$ cat src/rtl/fcpi_pkg.sv
// shared types, widths and helpers for the fan curve pwm interpolator
package fcpi_pkg;

  // sample and arithmetic widths
  localparam int TEMP_W     = 18;  // signed millidegree sample
  localparam int DEN_W      = 19;  // signed segment span in millidegrees
  localparam int DT_W       = 20;  // signed offset of sample from lower breakpoint
  localparam int NUM_W      = 30;  // signed interpolation numerator
  localparam int MAG_W      = NUM_W - 1;
  localparam int DEN_MAG_W  = DEN_W - 1;
  localparam int APB_ADDR_W = 4;

  localparam logic [TEMP_W-1:0] MILLI_PER_DEG = TEMP_W'(1000);
  localparam logic [MAG_W-1:0]  PCT_FULL      = MAG_W'(100);
  localparam logic [7:0]        DUTY_FULL     = 8'd255;
  // 255/100 as a fixed-point reciprocal, exact for percents below 100
  localparam logic [20:0]       DUTY_RECIP    = 21'd1336965;
  localparam int                DUTY_SHIFT    = 19;

  typedef struct packed {
    logic [31:0] temps;
    logic [31:0] pcts;
    logic [2:0]  count;
  } cfg_t;

  typedef struct packed {
    logic                    above;
    logic                    flat;
    logic [7:0]              p1;
    logic signed [NUM_W-1:0] num;
    logic signed [DEN_W-1:0] den;
  } seg_res_t;

  // whole degrees to millidegrees
  function automatic logic [TEMP_W-1:0] milli_of(input logic [7:0] deg);
    return TEMP_W'({{(TEMP_W-8){1'b0}}, deg}) * MILLI_PER_DEG;
  endfunction

  // percent to duty: trunc(pct*255/100), clamped to 0..255
  function automatic logic [7:0] pct_to_duty(input logic neg, input logic [MAG_W-1:0] mag);
    logic [27:0] prod;
    logic [7:0]  res;
    prod = 28'(mag[6:0]) * 28'(DUTY_RECIP);
    if (neg || mag == '0) begin
      res = '0;
    end else if (mag >= PCT_FULL) begin
      res = DUTY_FULL;
    end else begin
      res = prod[DUTY_SHIFT +: 8];
    end
    return res;
  endfunction

endpackage

$ cat src/rtl/fcpi_chan_if.sv
// valid/ready channel interfaces for temperature samples and duty results
interface fcpi_temp_if;
  import fcpi_pkg::*;
  logic                     valid;
  logic                     ready;
  logic signed [TEMP_W-1:0] temp_milli;
  modport source (output valid, output temp_milli, input ready);
  modport sink   (input valid, input temp_milli, output ready);
endinterface

interface fcpi_duty_if;
  logic       valid;
  logic       ready;
  logic [7:0] duty;
  logic       write_duty;
  logic       above_curve;
  modport source (output valid, output duty, output write_duty, output above_curve, input ready);
  modport sink   (input valid, input duty, input write_duty, input above_curve, output ready);
endinterface

$ cat src/rtl/fan_curve_pwm_interpolator.sv
// top level: fan curve interpolation from temperature sample to pwm duty
// One temperature transaction in gives one duty transaction out. The block
// handles one sample at a time: the sample is taken only when the block is
// idle, while an earlier result may still sit in the output register. A sample
// passes through the segment search, which scans one curve segment at a time,
// then the bit-serial divider, a scaling step and the output register. Samples
// on a flat segment skip the divider, and samples above the curve also skip the
// scaling step. Curve registers sit on the apb port at byte addresses 0,
// 4 and 8 and are meant to be written only while no sample is in flight.
module fan_curve_pwm_interpolator #(
  parameter int NUM_POINTS = 4
) (
  input  logic                            clk_i,
  input  logic                            rst_ni,
  fcpi_temp_if.sink                       sample_i,
  fcpi_duty_if.source                     duty_o,
  input  logic                            psel,
  input  logic                            penable,
  input  logic                            pwrite,
  input  logic [fcpi_pkg::APB_ADDR_W-1:0] paddr,
  input  logic [31:0]                     pwdata,
  output logic [31:0]                     prdata,
  output logic                            pready
);
  import fcpi_pkg::*;

  typedef enum logic [4:0] {
    ST_IDLE   = 5'b00001,
    ST_SEARCH = 5'b00010,
    ST_DIVIDE = 5'b00100,
    ST_SCALE  = 5'b01000,
    ST_EMIT   = 5'b10000
  } top_state_e;

  top_state_e       state_q, state_d;
  cfg_t             cfg;
  seg_res_t         seg_res;
  logic             seg_done, seg_start;
  logic             div_start, div_done, div_neg;
  logic [MAG_W-1:0] div_quo;
  logic             above_q, pct_neg_q;
  logic [MAG_W-1:0] pct_mag_q;
  logic [7:0]       duty_q, last_duty_q;
  logic             out_valid_q, out_write_q, out_above_q;
  logic [7:0]       out_duty_q;
  logic             out_load, out_write;

  fcpi_regs u_regs (
    .clk_i   (clk_i),
    .rst_ni  (rst_ni),
    .psel    (psel),
    .penable (penable),
    .pwrite  (pwrite),
    .paddr   (paddr),
    .pwdata  (pwdata),
    .prdata  (prdata),
    .pready  (pready),
    .cfg_o   (cfg)
  );

  fcpi_seg #(
    .NUM_POINTS (NUM_POINTS)
  ) u_seg (
    .clk_i   (clk_i),
    .rst_ni  (rst_ni),
    .start_i (seg_start),
    .temp_i  (sample_i.temp_milli),
    .cfg_i   (cfg),
    .done_o  (seg_done),
    .res_o   (seg_res)
  );

  fcpi_div u_div (
    .clk_i   (clk_i),
    .rst_ni  (rst_ni),
    .start_i (div_start),
    .num_i   (seg_res.num),
    .den_i   (seg_res.den),
    .done_o  (div_done),
    .neg_o   (div_neg),
    .quo_o   (div_quo)
  );

  assign sample_i.ready = (state_q == ST_IDLE);
  assign seg_start      = sample_i.valid && sample_i.ready;
  assign div_start      = (state_q == ST_SEARCH) && seg_done && !seg_res.above
                          && !seg_res.flat;
  assign out_load       = (state_q == ST_EMIT) && (!out_valid_q || duty_o.ready);
  assign out_write      = !above_q && (duty_q != last_duty_q);

  always_comb begin
    state_d = state_q;
    case (state_q)
      ST_IDLE:   if (seg_start) state_d = ST_SEARCH;
      ST_SEARCH: begin
        if (seg_done) begin
          if (seg_res.above) begin
            state_d = ST_EMIT;
          end else if (seg_res.flat) begin
            state_d = ST_SCALE;
          end else begin
            state_d = ST_DIVIDE;
          end
        end
      end
      ST_DIVIDE: if (div_done) state_d = ST_SCALE;
      ST_SCALE:  state_d = ST_EMIT;
      ST_EMIT:   if (out_load) state_d = ST_IDLE;
      default:   state_d = ST_IDLE;
    endcase
  end

  always_ff @(posedge clk_i or negedge rst_ni) begin
    if (!rst_ni) begin
      state_q     <= ST_IDLE;
      last_duty_q <= '0;
      out_valid_q <= 1'b0;
    end else begin
      state_q <= state_d;
      if (out_load) begin
        out_valid_q <= 1'b1;
        if (out_write) last_duty_q <= duty_q;
      end else if (duty_o.ready) begin
        out_valid_q <= 1'b0;
      end
    end
  end

  always_ff @(posedge clk_i) begin
    if (state_q == ST_SEARCH && seg_done) begin
      above_q   <= seg_res.above;
      pct_neg_q <= 1'b0;
      pct_mag_q <= MAG_W'(seg_res.p1);
      // above the curve the held duty goes out unchanged
      duty_q    <= last_duty_q;
    end else if (state_q == ST_DIVIDE && div_done) begin
      pct_neg_q <= div_neg;
      pct_mag_q <= div_quo;
    end else if (state_q == ST_SCALE) begin
      duty_q <= pct_to_duty(pct_neg_q, pct_mag_q);
    end
    if (out_load) begin
      out_duty_q  <= duty_q;
      out_write_q <= out_write;
      out_above_q <= above_q;
    end
  end

  assign duty_o.valid       = out_valid_q;
  assign duty_o.duty        = out_duty_q;
  assign duty_o.write_duty  = out_write_q;
  assign duty_o.above_curve = out_above_q;

  a_held_duty_is_state: assert property (@(posedge clk_i) disable iff (!rst_ni)
    duty_o.valid && (duty_o.write_duty || duty_o.above_curve) |-> duty_o.duty == last_duty_q)
    else $error("written or held duty differs from last duty");

  a_seg_done_in_search: assert property (@(posedge clk_i) disable iff (!rst_ni)
    seg_done |-> state_q == ST_SEARCH)
    else $error("segment result arrived outside search");

endmodule

$ cat src/rtl/fcpi_regs.sv
// apb configuration registers: breakpoint temperatures, percents and point count
module fcpi_regs (
  input  logic                            clk_i,
  input  logic                            rst_ni,
  input  logic                            psel,
  input  logic                            penable,
  input  logic                            pwrite,
  input  logic [fcpi_pkg::APB_ADDR_W-1:0] paddr,
  input  logic [31:0]                     pwdata,
  output logic [31:0]                     prdata,
  output logic                            pready,
  output fcpi_pkg::cfg_t                  cfg_o
);
  import fcpi_pkg::*;

  typedef enum logic [1:0] {
    REG_TEMPS = 2'd0,
    REG_PCTS  = 2'd1,
    REG_COUNT = 2'd2
  } reg_idx_e;

  reg_idx_e    idx;
  logic        wr_en;
  logic [31:0] temps_q, pcts_q;
  logic [2:0]  count_q;

  assign idx    = reg_idx_e'(paddr[APB_ADDR_W-1:2]);
  assign wr_en  = psel && penable && pwrite;
  assign pready = 1'b1;

  always_ff @(posedge clk_i or negedge rst_ni) begin
    if (!rst_ni) begin
      temps_q <= '0;
      pcts_q  <= '0;
      count_q <= 3'd2;
    end else if (wr_en) begin
      case (idx)
        REG_TEMPS: temps_q <= pwdata;
        REG_PCTS:  pcts_q  <= pwdata;
        REG_COUNT: count_q <= pwdata[2:0];
        default: ;
      endcase
    end
  end

  always_comb begin
    case (idx)
      REG_TEMPS: prdata = temps_q;
      REG_PCTS:  prdata = pcts_q;
      REG_COUNT: prdata = {29'd0, count_q};
      default:   prdata = '0;
    endcase
  end

  assign cfg_o = '{temps: temps_q, pcts: pcts_q, count: count_q};

endmodule

$ cat src/rtl/fcpi_seg.sv
// segment search over byte shift registers and interpolation numerator setup
module fcpi_seg #(
  parameter int NUM_POINTS = 4
) (
  input  logic                            clk_i,
  input  logic                            rst_ni,
  input  logic                            start_i,
  input  logic signed [fcpi_pkg::TEMP_W-1:0] temp_i,
  input  fcpi_pkg::cfg_t                  cfg_i,
  output logic                            done_o,
  output fcpi_pkg::seg_res_t              res_o
);
  import fcpi_pkg::*;

  localparam int SegW = $clog2(NUM_POINTS);

  typedef enum logic [2:0] {
    SEG_IDLE = 3'b001,
    SEG_SCAN = 3'b010,
    SEG_CALC = 3'b100
  } seg_state_e;

  seg_state_e               state_q, state_d;
  logic [7:0]               tsrc [NUM_POINTS];
  logic [7:0]               psrc [NUM_POINTS];
  logic [7:0]               tb_q [NUM_POINTS];
  logic [7:0]               pb_q [NUM_POINTS];
  logic [SegW-1:0]          left_q, segs;
  logic [3:0]               cnt_ext;
  logic signed [TEMP_W-1:0] temp_q;
  logic [TEMP_W-1:0]        t0m_q, t1m_q, t1m;
  logic [7:0]               p0_q, p1_q;
  logic                     hit, last_seg;
  logic                     done_q;
  seg_res_t                 res_q;

  // breakpoints past the four packed bytes read as zero
  for (genvar k = 0; k < NUM_POINTS; k++) begin : g_src
    if (k < 4) begin : g_cfg
      assign tsrc[k] = cfg_i.temps[8*k +: 8];
      assign psrc[k] = cfg_i.pcts[8*k +: 8];
    end else begin : g_zero
      assign tsrc[k] = '0;
      assign psrc[k] = '0;
    end
  end

  assign cnt_ext = {1'b0, cfg_i.count};

  always_comb begin
    if (cnt_ext < 4'd2) begin
      segs = SegW'(1);
    end else if (cnt_ext > 4'(NUM_POINTS)) begin
      segs = SegW'(NUM_POINTS - 1);
    end else begin
      segs = SegW'(cnt_ext - 4'd1);
    end
  end

  assign t1m      = milli_of(tb_q[1]);
  assign hit      = $signed({temp_q[TEMP_W-1], temp_q}) <= $signed({1'b0, t1m});
  assign last_seg = (left_q == SegW'(1));

  // numerator p0*d + (p1-p0)*(t-t0) over the span d
  logic signed [DEN_W-1:0] span;
  logic signed [DT_W-1:0]  dt;
  logic signed [8:0]       p0s, dp;
  logic signed [NUM_W-1:0] prod_a, prod_b;

  always_comb begin
    span   = $signed({1'b0, t1m_q}) - $signed({1'b0, t0m_q});
    dt     = $signed({{(DT_W-TEMP_W){temp_q[TEMP_W-1]}}, temp_q})
           - $signed({{(DT_W-TEMP_W){1'b0}}, t0m_q});
    p0s    = $signed({1'b0, p0_q});
    dp     = $signed({1'b0, p1_q}) - p0s;
    prod_a = NUM_W'(p0s) * NUM_W'(span);
    prod_b = NUM_W'(dp) * NUM_W'(dt);
  end

  always_comb begin
    state_d = state_q;
    case (state_q)
      SEG_IDLE: if (start_i) state_d = SEG_SCAN;
      SEG_SCAN: begin
        if (hit) begin
          state_d = SEG_CALC;
        end else if (last_seg) begin
          state_d = SEG_IDLE;
        end
      end
      SEG_CALC: state_d = SEG_IDLE;
      default:  state_d = SEG_IDLE;
    endcase
  end

  always_ff @(posedge clk_i or negedge rst_ni) begin
    if (!rst_ni) begin
      state_q <= SEG_IDLE;
      done_q  <= 1'b0;
      left_q  <= '0;
    end else begin
      state_q <= state_d;
      done_q  <= (state_q == SEG_CALC) || (state_q == SEG_SCAN && !hit && last_seg);
      if (state_q == SEG_IDLE && start_i) begin
        left_q <= segs;
      end else if (state_q == SEG_SCAN && !hit) begin
        left_q <= left_q - SegW'(1);
      end
    end
  end

  always_ff @(posedge clk_i) begin
    if (state_q == SEG_IDLE && start_i) begin
      temp_q <= temp_i;
      for (int k = 0; k < NUM_POINTS; k++) begin
        tb_q[k] <= tsrc[k];
        pb_q[k] <= psrc[k];
      end
    end else if (state_q == SEG_SCAN) begin
      // step to the next segment one byte at a time
      for (int k = 0; k < NUM_POINTS - 1; k++) begin
        tb_q[k] <= tb_q[k+1];
        pb_q[k] <= pb_q[k+1];
      end
      tb_q[NUM_POINTS-1] <= '0;
      pb_q[NUM_POINTS-1] <= '0;
      if (hit) begin
        t0m_q <= milli_of(tb_q[0]);
        t1m_q <= t1m;
        p0_q  <= pb_q[0];
        p1_q  <= pb_q[1];
      end else if (last_seg) begin
        res_q.above <= 1'b1;
        res_q.flat  <= 1'b0;
      end
    end else if (state_q == SEG_CALC) begin
      res_q.above <= 1'b0;
      res_q.flat  <= (t1m_q == t0m_q);
      res_q.p1    <= p1_q;
      res_q.num   <= prod_a + prod_b;
      res_q.den   <= span;
    end
  end

  assign done_o = done_q;
  assign res_o  = res_q;

  a_start_when_idle: assert property (@(posedge clk_i) disable iff (!rst_ni)
    start_i |-> state_q == SEG_IDLE)
    else $error("segment search started while busy");

endmodule

$ cat src/rtl/fcpi_div.sv
// bit-serial restoring divider, one quotient bit per cycle, truncating toward zero
module fcpi_div (
  input  logic                                 clk_i,
  input  logic                                 rst_ni,
  input  logic                                 start_i,
  input  logic signed [fcpi_pkg::NUM_W-1:0]    num_i,
  input  logic signed [fcpi_pkg::DEN_W-1:0]    den_i,
  output logic                                 done_o,
  output logic                                 neg_o,
  output logic [fcpi_pkg::MAG_W-1:0]           quo_o
);
  import fcpi_pkg::*;

  localparam int CntW = $clog2(MAG_W + 1);

  logic                   busy_q, done_q, neg_q;
  logic [CntW-1:0]        cnt_q;
  logic [MAG_W-1:0]       quo_q, num_mag;
  logic [DEN_MAG_W-1:0]   rem_q, den_q, den_mag;
  logic [DEN_MAG_W:0]     rem_sh;
  logic [DEN_MAG_W+1:0]   diff;
  logic                   take;

  assign num_mag = num_i[NUM_W-1] ? MAG_W'(-num_i) : num_i[MAG_W-1:0];
  assign den_mag = den_i[DEN_W-1] ? DEN_MAG_W'(-den_i) : den_i[DEN_MAG_W-1:0];

  // next dividend bit enters the partial remainder from the quotient register
  assign rem_sh = {rem_q, quo_q[MAG_W-1]};
  assign diff   = {1'b0, rem_sh} - {2'b00, den_q};
  assign take   = !diff[DEN_MAG_W+1];

  always_ff @(posedge clk_i or negedge rst_ni) begin
    if (!rst_ni) begin
      busy_q <= 1'b0;
      done_q <= 1'b0;
      cnt_q  <= '0;
    end else begin
      done_q <= 1'b0;
      if (start_i) begin
        busy_q <= 1'b1;
        cnt_q  <= CntW'(MAG_W - 1);
      end else if (busy_q) begin
        if (cnt_q == '0) begin
          busy_q <= 1'b0;
          done_q <= 1'b1;
        end else begin
          cnt_q <= cnt_q - CntW'(1);
        end
      end
    end
  end

  always_ff @(posedge clk_i) begin
    if (start_i) begin
      quo_q <= num_mag;
      rem_q <= '0;
      den_q <= den_mag;
      neg_q <= num_i[NUM_W-1] ^ den_i[DEN_W-1];
    end else if (busy_q) begin
      quo_q <= {quo_q[MAG_W-2:0], take};
      rem_q <= take ? diff[DEN_MAG_W-1:0] : rem_sh[DEN_MAG_W-1:0];
    end
  end

  assign done_o = done_q;
  assign neg_o  = neg_q;
  assign quo_o  = quo_q;

  a_rem_below_den: assert property (@(posedge clk_i) disable iff (!rst_ni)
    busy_q |-> rem_q < den_q)
    else $error("partial remainder not below divisor");

  a_den_nonzero: assert property (@(posedge clk_i) disable iff (!rst_ni)
    start_i |-> den_i != '0 && !busy_q)
    else $error("divide started with zero divisor or while busy");

endmodule

$ cat src/flat_wrapper.sv
// flat-port wrapper written by rule: the top's interface ports become plain ports
module fan_curve_pwm_interpolator_flat import fcpi_pkg::*;
#(
  parameter int NUM_POINTS = 4
)
  (clk_i, rst_ni, psel, penable, pwrite, paddr, pwdata, prdata, pready, sample_i_valid, sample_i_temp_milli, sample_i_ready, duty_o_valid, duty_o_duty, duty_o_write_duty, duty_o_above_curve, duty_o_ready);
  fcpi_temp_if sample_i_i ();
  fcpi_duty_if duty_o_i ();
  input  logic clk_i;
  input  logic rst_ni;
  input  logic psel;
  input  logic penable;
  input  logic pwrite;
  input  logic [fcpi_pkg::APB_ADDR_W-1:0] paddr;
  input  logic [31:0] pwdata;
  output logic [31:0] prdata;
  output logic pready;
  input wire logic [$bits(sample_i_i.valid)-1:0] sample_i_valid;
  input wire logic [$bits(sample_i_i.temp_milli)-1:0] sample_i_temp_milli;
  output wire logic [$bits(sample_i_i.ready)-1:0] sample_i_ready;
  output wire logic [$bits(duty_o_i.valid)-1:0] duty_o_valid;
  output wire logic [$bits(duty_o_i.duty)-1:0] duty_o_duty;
  output wire logic [$bits(duty_o_i.write_duty)-1:0] duty_o_write_duty;
  output wire logic [$bits(duty_o_i.above_curve)-1:0] duty_o_above_curve;
  input wire logic [$bits(duty_o_i.ready)-1:0] duty_o_ready;
  assign sample_i_i.valid = sample_i_valid;
  assign sample_i_i.temp_milli = sample_i_temp_milli;
  assign sample_i_ready = sample_i_i.ready;
  assign duty_o_valid = duty_o_i.valid;
  assign duty_o_duty = duty_o_i.duty;
  assign duty_o_write_duty = duty_o_i.write_duty;
  assign duty_o_above_curve = duty_o_i.above_curve;
  assign duty_o_i.ready = duty_o_ready;
  fan_curve_pwm_interpolator #(.NUM_POINTS(NUM_POINTS)) u_core (.clk_i(clk_i), .rst_ni(rst_ni), .sample_i(sample_i_i), .duty_o(duty_o_i), .psel(psel), .penable(penable), .pwrite(pwrite), .paddr(paddr), .pwdata(pwdata), .prdata(prdata), .pready(pready));
endmodule
$ cat config.mk
export PLATFORM = sky130hd
export DESIGN_NAME = fan_curve_pwm_interpolator_flat
export DESIGN_NICKNAME = d
export VERILOG_FILES = /design/src/rtl/fcpi_pkg.sv /design/src/rtl/fcpi_chan_if.sv /design/src/rtl/fan_curve_pwm_interpolator.sv /design/src/rtl/fcpi_regs.sv /design/src/rtl/fcpi_seg.sv /design/src/rtl/fcpi_div.sv /design/src/flat_wrapper.sv
export SDC_FILE = /design/constraint.sdc
export NUM_CORES = 2
export LEC_CHECK = 0
export BUFFER_PORTS_ARGS = -buffer_cell sky130_fd_sc_hd__buf_2
export CAP_MARGIN = 20
export CORE_MARGIN = 10
export CORE_UTILIZATION = 40
export DETAILED_ROUTE_END_ITERATION = 6
export PLACE_DENSITY_LB_ADDON = 0.12
export SYNTH_ARGS = -nofsm -noshare
export SYNTH_HDL_FRONTEND = slang
export SYNTH_HIERARCHICAL = 1
export SYNTH_SLANG_ARGS = --single-unit
$ cat constraint.sdc
create_clock -name clk_i -period 8 [get_ports clk_i]
set_clock_uncertainty 0.1 [all_clocks]
set_input_delay 1.2 -clock clk_i [delete_from_list [all_inputs] [get_ports clk_i]]
set_output_delay 1.2 -clock clk_i [all_outputs]
set_load 0.02 [all_outputs]
Word-level counts from Yosys, hierarchy flattened. Memory sizes are Yosys's and may differ from the RTL's. A register that Yosys moved wholly into a read port is not among the register bits. Cells that the tools add are included.

Multipliers: 5. Reduce and logical (&&, ||, !) cells: 41. Bitwise operators: 11. Order comparisons: 4. Multiplexer cells: 56. Shift operators: 0. Divide/modulo/power cells: 0. Add/subtract/negate cells: 10. Equal/unequal tests: 23.

Operators with widths (count): $mux 8 (15); $pmux 32 s3 (1); $mux 29 (3); $mux 59 (1); $mux 5 (8); $mux 18 (2); $add 28x29->30 (1); $mul 8x7->15 const B (2); $ge 29x7->1 const B (1); $logic_not 29->1 (1); $mul 9x20->29 (1); $neg 29->29 (1); $mul 9x19->28 (1); $mul 7x21->27 const B (1); $pmux 5 s5 (1); $sub 18x19->20 (1); $sub 19x18->20 (1); $le 18x19->1 (1); $sub 18x18->19 (1); $neg 18->18 (1); $eq 15x15->1 (1); $mux 2 (7); $reduce_and 2->1 (7); $mux 1 (13); other kinds (33) (77).

Memory bits (read-only): 0. RAM bits: 64. Logic and storage cells: 185. Latch bits: 0. Memories kept: 2. Bits of input ports: 61. Register bits after elaboration: 324.

Memories: u_core.u_seg.pb_q (words 4, width 8, read ports 4, clocked after Yosys merged registers in 1, write ports 4, line fcpi_seg.sv:27) `logic [7:0] pb_q [NUM_POINTS];`; u_core.u_seg.tb_q (words 4, width 8, read ports 4, clocked after Yosys merged registers in 0, write ports 4, line fcpi_seg.sv:26) `logic [7:0] tb_q [NUM_POINTS];`.

Longest topological paths before layout. An unclocked memory read counts as a cell.

Word-level depth: 7. Gate-level depth with buffers: 31. Gate-level depth less buffers: 31.

Hierarchy. The synthesis kept the hierarchy.

By module, submodules not included: fcpi_seg (instances 1, cells each 2077, area an instance 22400.2 µm², sequential area each 5676.7 µm²); fcpi_div (instances 1, cells each 546, area an instance 4993.5 µm², sequential area each 1976.9 µm²); fan_curve_pwm_interpolator (instances 1, cells each 440, area an instance 4405.5 µm², sequential area each 1602.8 µm²); fcpi_regs (instances 1, cells each 223, area an instance 3141.8 µm², sequential area each 1677.9 µm²).

Least setup slack after synthesis. Ideal clock, no wire load.

Kind: flip-flop to flip-flop. From: memory u_core.u_seg.tb_q[1][0], in the netlist u_core/u_seg/tb_q[0][8]. To: register u_core.u_seg.res_q, in the netlist u_core/u_seg/res_o[57] (enable). Cell stages (with the launch flop): 21. Data required time: 7.449 ns. Path buffers: 0. Library setup time: 0.451 ns. Arrival time: 8.110 ns. Clock period less this slack: 8.662 ns. Setup slack: -0.662 ns. Cells stage by stage: edfxtp_1 fa_1 inv_1 fa_1 fa_1 inv_1 fa_1 ha_1 o21ai_0 a21boi_0 o21ai_0 a21oi_1 mux2i_1 nor2_1 ha_1 nand4_1 nor3_1 a41o_1 a31oi_1 nor3_1 a21oi_1.

RTL lines: from (decl) (line fcpi_seg.sv:26); to (decl) (line fcpi_seg.sv:35) `seg_res_t res_q;`.

Final worst setup path.
From: register u_core.u_seg.temp_q[4]. To: register u_core.u_seg.res_q, in the netlist u_core/u_seg/res_o[46] (data pin).

Longest elaborated chain between the ends: 3.

RTL lines: from (decl) (line fcpi_seg.sv:30) `logic signed [TEMP_W-1:0] temp_q;`; from (signal assigned) (line fcpi_seg.sv:114) `temp_q <= temp_i;`; $sub 18x19->20 (line fcpi_seg.sv:73) `- $signed({{(DT_W-TEMP_W){1'b0}}, t0m_q});`; $mul 9x20->29 (line fcpi_seg.sv:77) `prod_b = NUM_W'(dp) * NUM_W'(dt);`; $add 28x29->30 (line fcpi_seg.sv:140) `res_q.num <= prod_a + prod_b;`.

Every way passes these cells. A chain may end at the register's enable or synchronous reset.

==> reports/metrics.csv <==
metric,value,unit
drt pass-1 iters,4,
Gate Count Post-Synth,3286,
Vias,23508,
Fillers,8211,
clock period minus worst slack,7.71,ns
"Primary FF master, synth",edfxtp_1,
first-pass GRT wire length,136,mm
# rows,108,
detailed placement HPWL,67.4,mm
Min-Delay Path Class,flop to flop,
starting density of the core,0.403,
Post-Route Utilization,0.452,
period utilization,0.963,
warnings from Yosys,6,
crit path max fanout,7,
Worst EP arrival,7.91,ns
initial antenna violation count,1,
Worst-path clk slew,0.06,ns
DIE AREA,0.0996,mm2
ys async rst share,0.239,
Worst Slack Setup Final,0.294,ns
Hold Buf Count CTS,0,
Post-Layout Cell Count,4662,
final net count,4198,
Area Growth Syn to Fin,12.3,%
root buf cell,clkbuf_16,
CP Capture Type,flop,
GR Overflow Total,0,
TNS Setup,0,ns
DRC Markers,0,
Max-cap violations,0,
DR iter-0 viols,1120,
routed length per instance,17.9,um
endpoints failing hold,0,
WS Path Type,flop to flop,
clock tree sinks,393,
Worst-Skew Late Latency,0.57,ns
Core Area,0.0868,mm2
run status,"finished, final reports clean",
chip height,316,um
routed vias/inst,5.04,
CP required,8.20,ns
GRT Overall Usage,0.168,
CP max-delay cell,fa_1,
Worst setup SP type,flop,
slowest cell delay on critical path,0.54,ns
share of cells above drive strength 1,0.152,
Post-Place Cells,4569,
die width,316,um
max-slew violations,0,
"worst slack, placed",-0.201,ns
most frequent cell on the critical path,fa_1,
synth unique cells,100,
sequential-to-total area share from yosys stat,0.313,
PortBufs,102,
CTS Buf Count,45,
Avg Synthesized Cell Area,10.6,um2
pin count of the biggest net entering global routing,81,
routability cong.,0.847,
Slew headroom,0.284,
most frequent cells in the layout,"inv_1 (520), fa_1 (355), ha_1 (300)",
CTS tree,built,
Seq cells post-synth,393,
clock tree buffer depth,3,
pin slew with the least headroom to its limit,1.07,ns
maximum clock rate,0.130,GHz
I/O pin cnt,106,
cell area after synthesis,0.0349,mm2
vias in the first global route,25510,
setup-violating endpoint count in the final report,0,
"most common cell after layout, fill and taps aside",inv_1,
number of synthesized flops with an enable pin,259,
H-tree depth,2,
WL final,83.4,mm
Post-DRT Antenna Nets,0,
==> cell families (layout without fill, tap and decap cells) <==
logic type                 after synthesis  count (layout)  synth area share
other                                    2               5          0.000215
adders and majority gates              667             667             0.316
DFF                                    393             393             0.313
AOI/OAI and AO/OA                      456             456            0.0882
buffers and inverters                  616             834            0.0690
muxes                                  170             170            0.0566
xor gates and xnor gates               150             150            0.0378
and+or+nand+nor                        832             832             0.119
==> per-layer routing <==
layer,part of all wire,GRT usage,routed length (um)
met1,0.46,0.222,38200
met2,0.49,0.291,40900
met3,0.026,0.0179,2170
met4,0.024,0.0460,2040
met5,0,0,0
==> worst max-delay path, delay by kind of cell, from the launching register on <==
family	cells	cell delay, ns
adders and majority gates	8	3.62
AOI/OAI and AO/OA	9	1.88
buffers and inverters	7	0.76
DFF	1	0.48
and+or+nand+nor	3	0.35
xor gates and xnor gates	2	0.26
==> timing repair <==
item | in CTS | in global routing
resized for setup | 5 | 55
setup endpoints to repair | 11 | 13
pin swaps | 2 | 36
setup buffers | 0 | 8
==> final timing paths <==
path,from,endpoint,slack (ns),depth (start not counted)
max in group asynchronous,rst_ni,u_core/u_regs/pcts_q[11]$_DFFE_PN0P_,6.02,2
max reg2reg,u_core/u_seg/temp_q[4]$_DFFE_PP_,u_core/u_seg/res_o[46]$_DFFE_PP_,0.29,29
max,u_core/u_seg/temp_q[4]$_DFFE_PP_,u_core/u_seg/res_o[46]$_DFFE_PP_,0.29,29
min reg2reg,u_core/u_seg/pb_q[0][0]$_DFFE_PP_,u_core/u_seg/p0_q[0]$_DFFE_PP_,0.32,0
min in group asynchronous,rst_ni,u_core/u_div/cnt_q[4]$_DFFE_PN0P_,0.48,1
min,u_core/u_seg/pb_q[0][0]$_DFFE_PP_,u_core/u_seg/p0_q[0]$_DFFE_PP_,0.32,0
==> flip-flops by register name (all words and copies together), names as in the netlist, 15 cells and up <==
signal	cells
u_core/u_seg/res_o	56
u_core/u_regs/pcts_q	32
u_core/u_regs/temps_q	32
u_core/u_seg/pb_q	32
u_core/u_seg/tb_q	32
u_core/pct_mag_q	29
u_core/u_div/quo_o	29
u_core/u_div/den_q	18
u_core/u_div/rem_q	18
u_core/u_seg/temp_q	18
u_core/u_seg/t0m_q	15
u_core/u_seg/t1m_q	15
==> through the flow <==
| step | instance area, um2 | hold WS (ns) |
|---|---|---|
| 6_report | 39300 | 0.318 |
| 5_1_grt | 39300 | 0.330 |
| 4_1_cts | 38900 | 0.319 |
| 3_5_place_dp | 37400 | 0.305 |
| 3_3_place_gp | 37400 | 0.307 |
| 2_1_floorplan | 35000 | 0.300 |
==> layout make-up <==
type / count / area (um2) / share of cell area
diodes: 1 / 2.50 / 0.0000637
clock buffers: 65 / 1300 / 0.0332
clock inverters: 18 / 128 / 0.00325
inverters: 527 / 1980 / 0.0504
multi-input cells: 2279 / 21900 / 0.559
flip-flops and latches: 393 / 10900 / 0.279
well taps: 1155 / 1450 / 0.0368
repair buffers: 224 / 1520 / 0.0386
==> cell usage after synthesis (all sizes together), types with 6 or more instances <==
library cell / count / area share
ha: 306 / 0.11
buf: 34 / 0.0064
and2: 92 / 0.016
dfxtp: 40 / 0.023
and4: 11 / 0.0029
o21a: 24 / 0.0052
a211o: 7 / 0.0018
clkbuf: 55 / 0.0059
o31ai: 22 / 0.0050
a211oi: 14 / 0.0032
o41ai: 9 / 0.0030
mux2i: 38 / 0.011
nand2: 257 / 0.028
nor4: 17 / 0.0039
a311oi: 10 / 0.0039
nand3: 32 / 0.0052
nand2b: 56 / 0.010
xor2: 63 / 0.016
o21ai: 87 / 0.012
a31oi: 9 / 0.0018
or4: 12 / 0.0028
nor3: 31 / 0.0046
and3: 12 / 0.0023
xnor2: 87 / 0.022
o211ai: 16 / 0.0036
a41oi: 6 / 0.0017
mux2: 132 / 0.046
a21o: 35 / 0.0075
o21bai: 11 / 0.0024
nand4: 12 / 0.0021
edfxtp: 259 / 0.22
nor2b: 64 / 0.012
or3: 16 / 0.0029
a21oi: 156 / 0.023
dfrtp: 91 / 0.065
nor2: 191 / 0.021
inv: 527 / 0.057
a221oi: 7 / 0.0021
fa: 361 / 0.21
or2: 18 / 0.0032
Power is left out: the tool's default activity adds up to more than one toggle a clock period on the data nets, which glitch-free logic cannot reach.
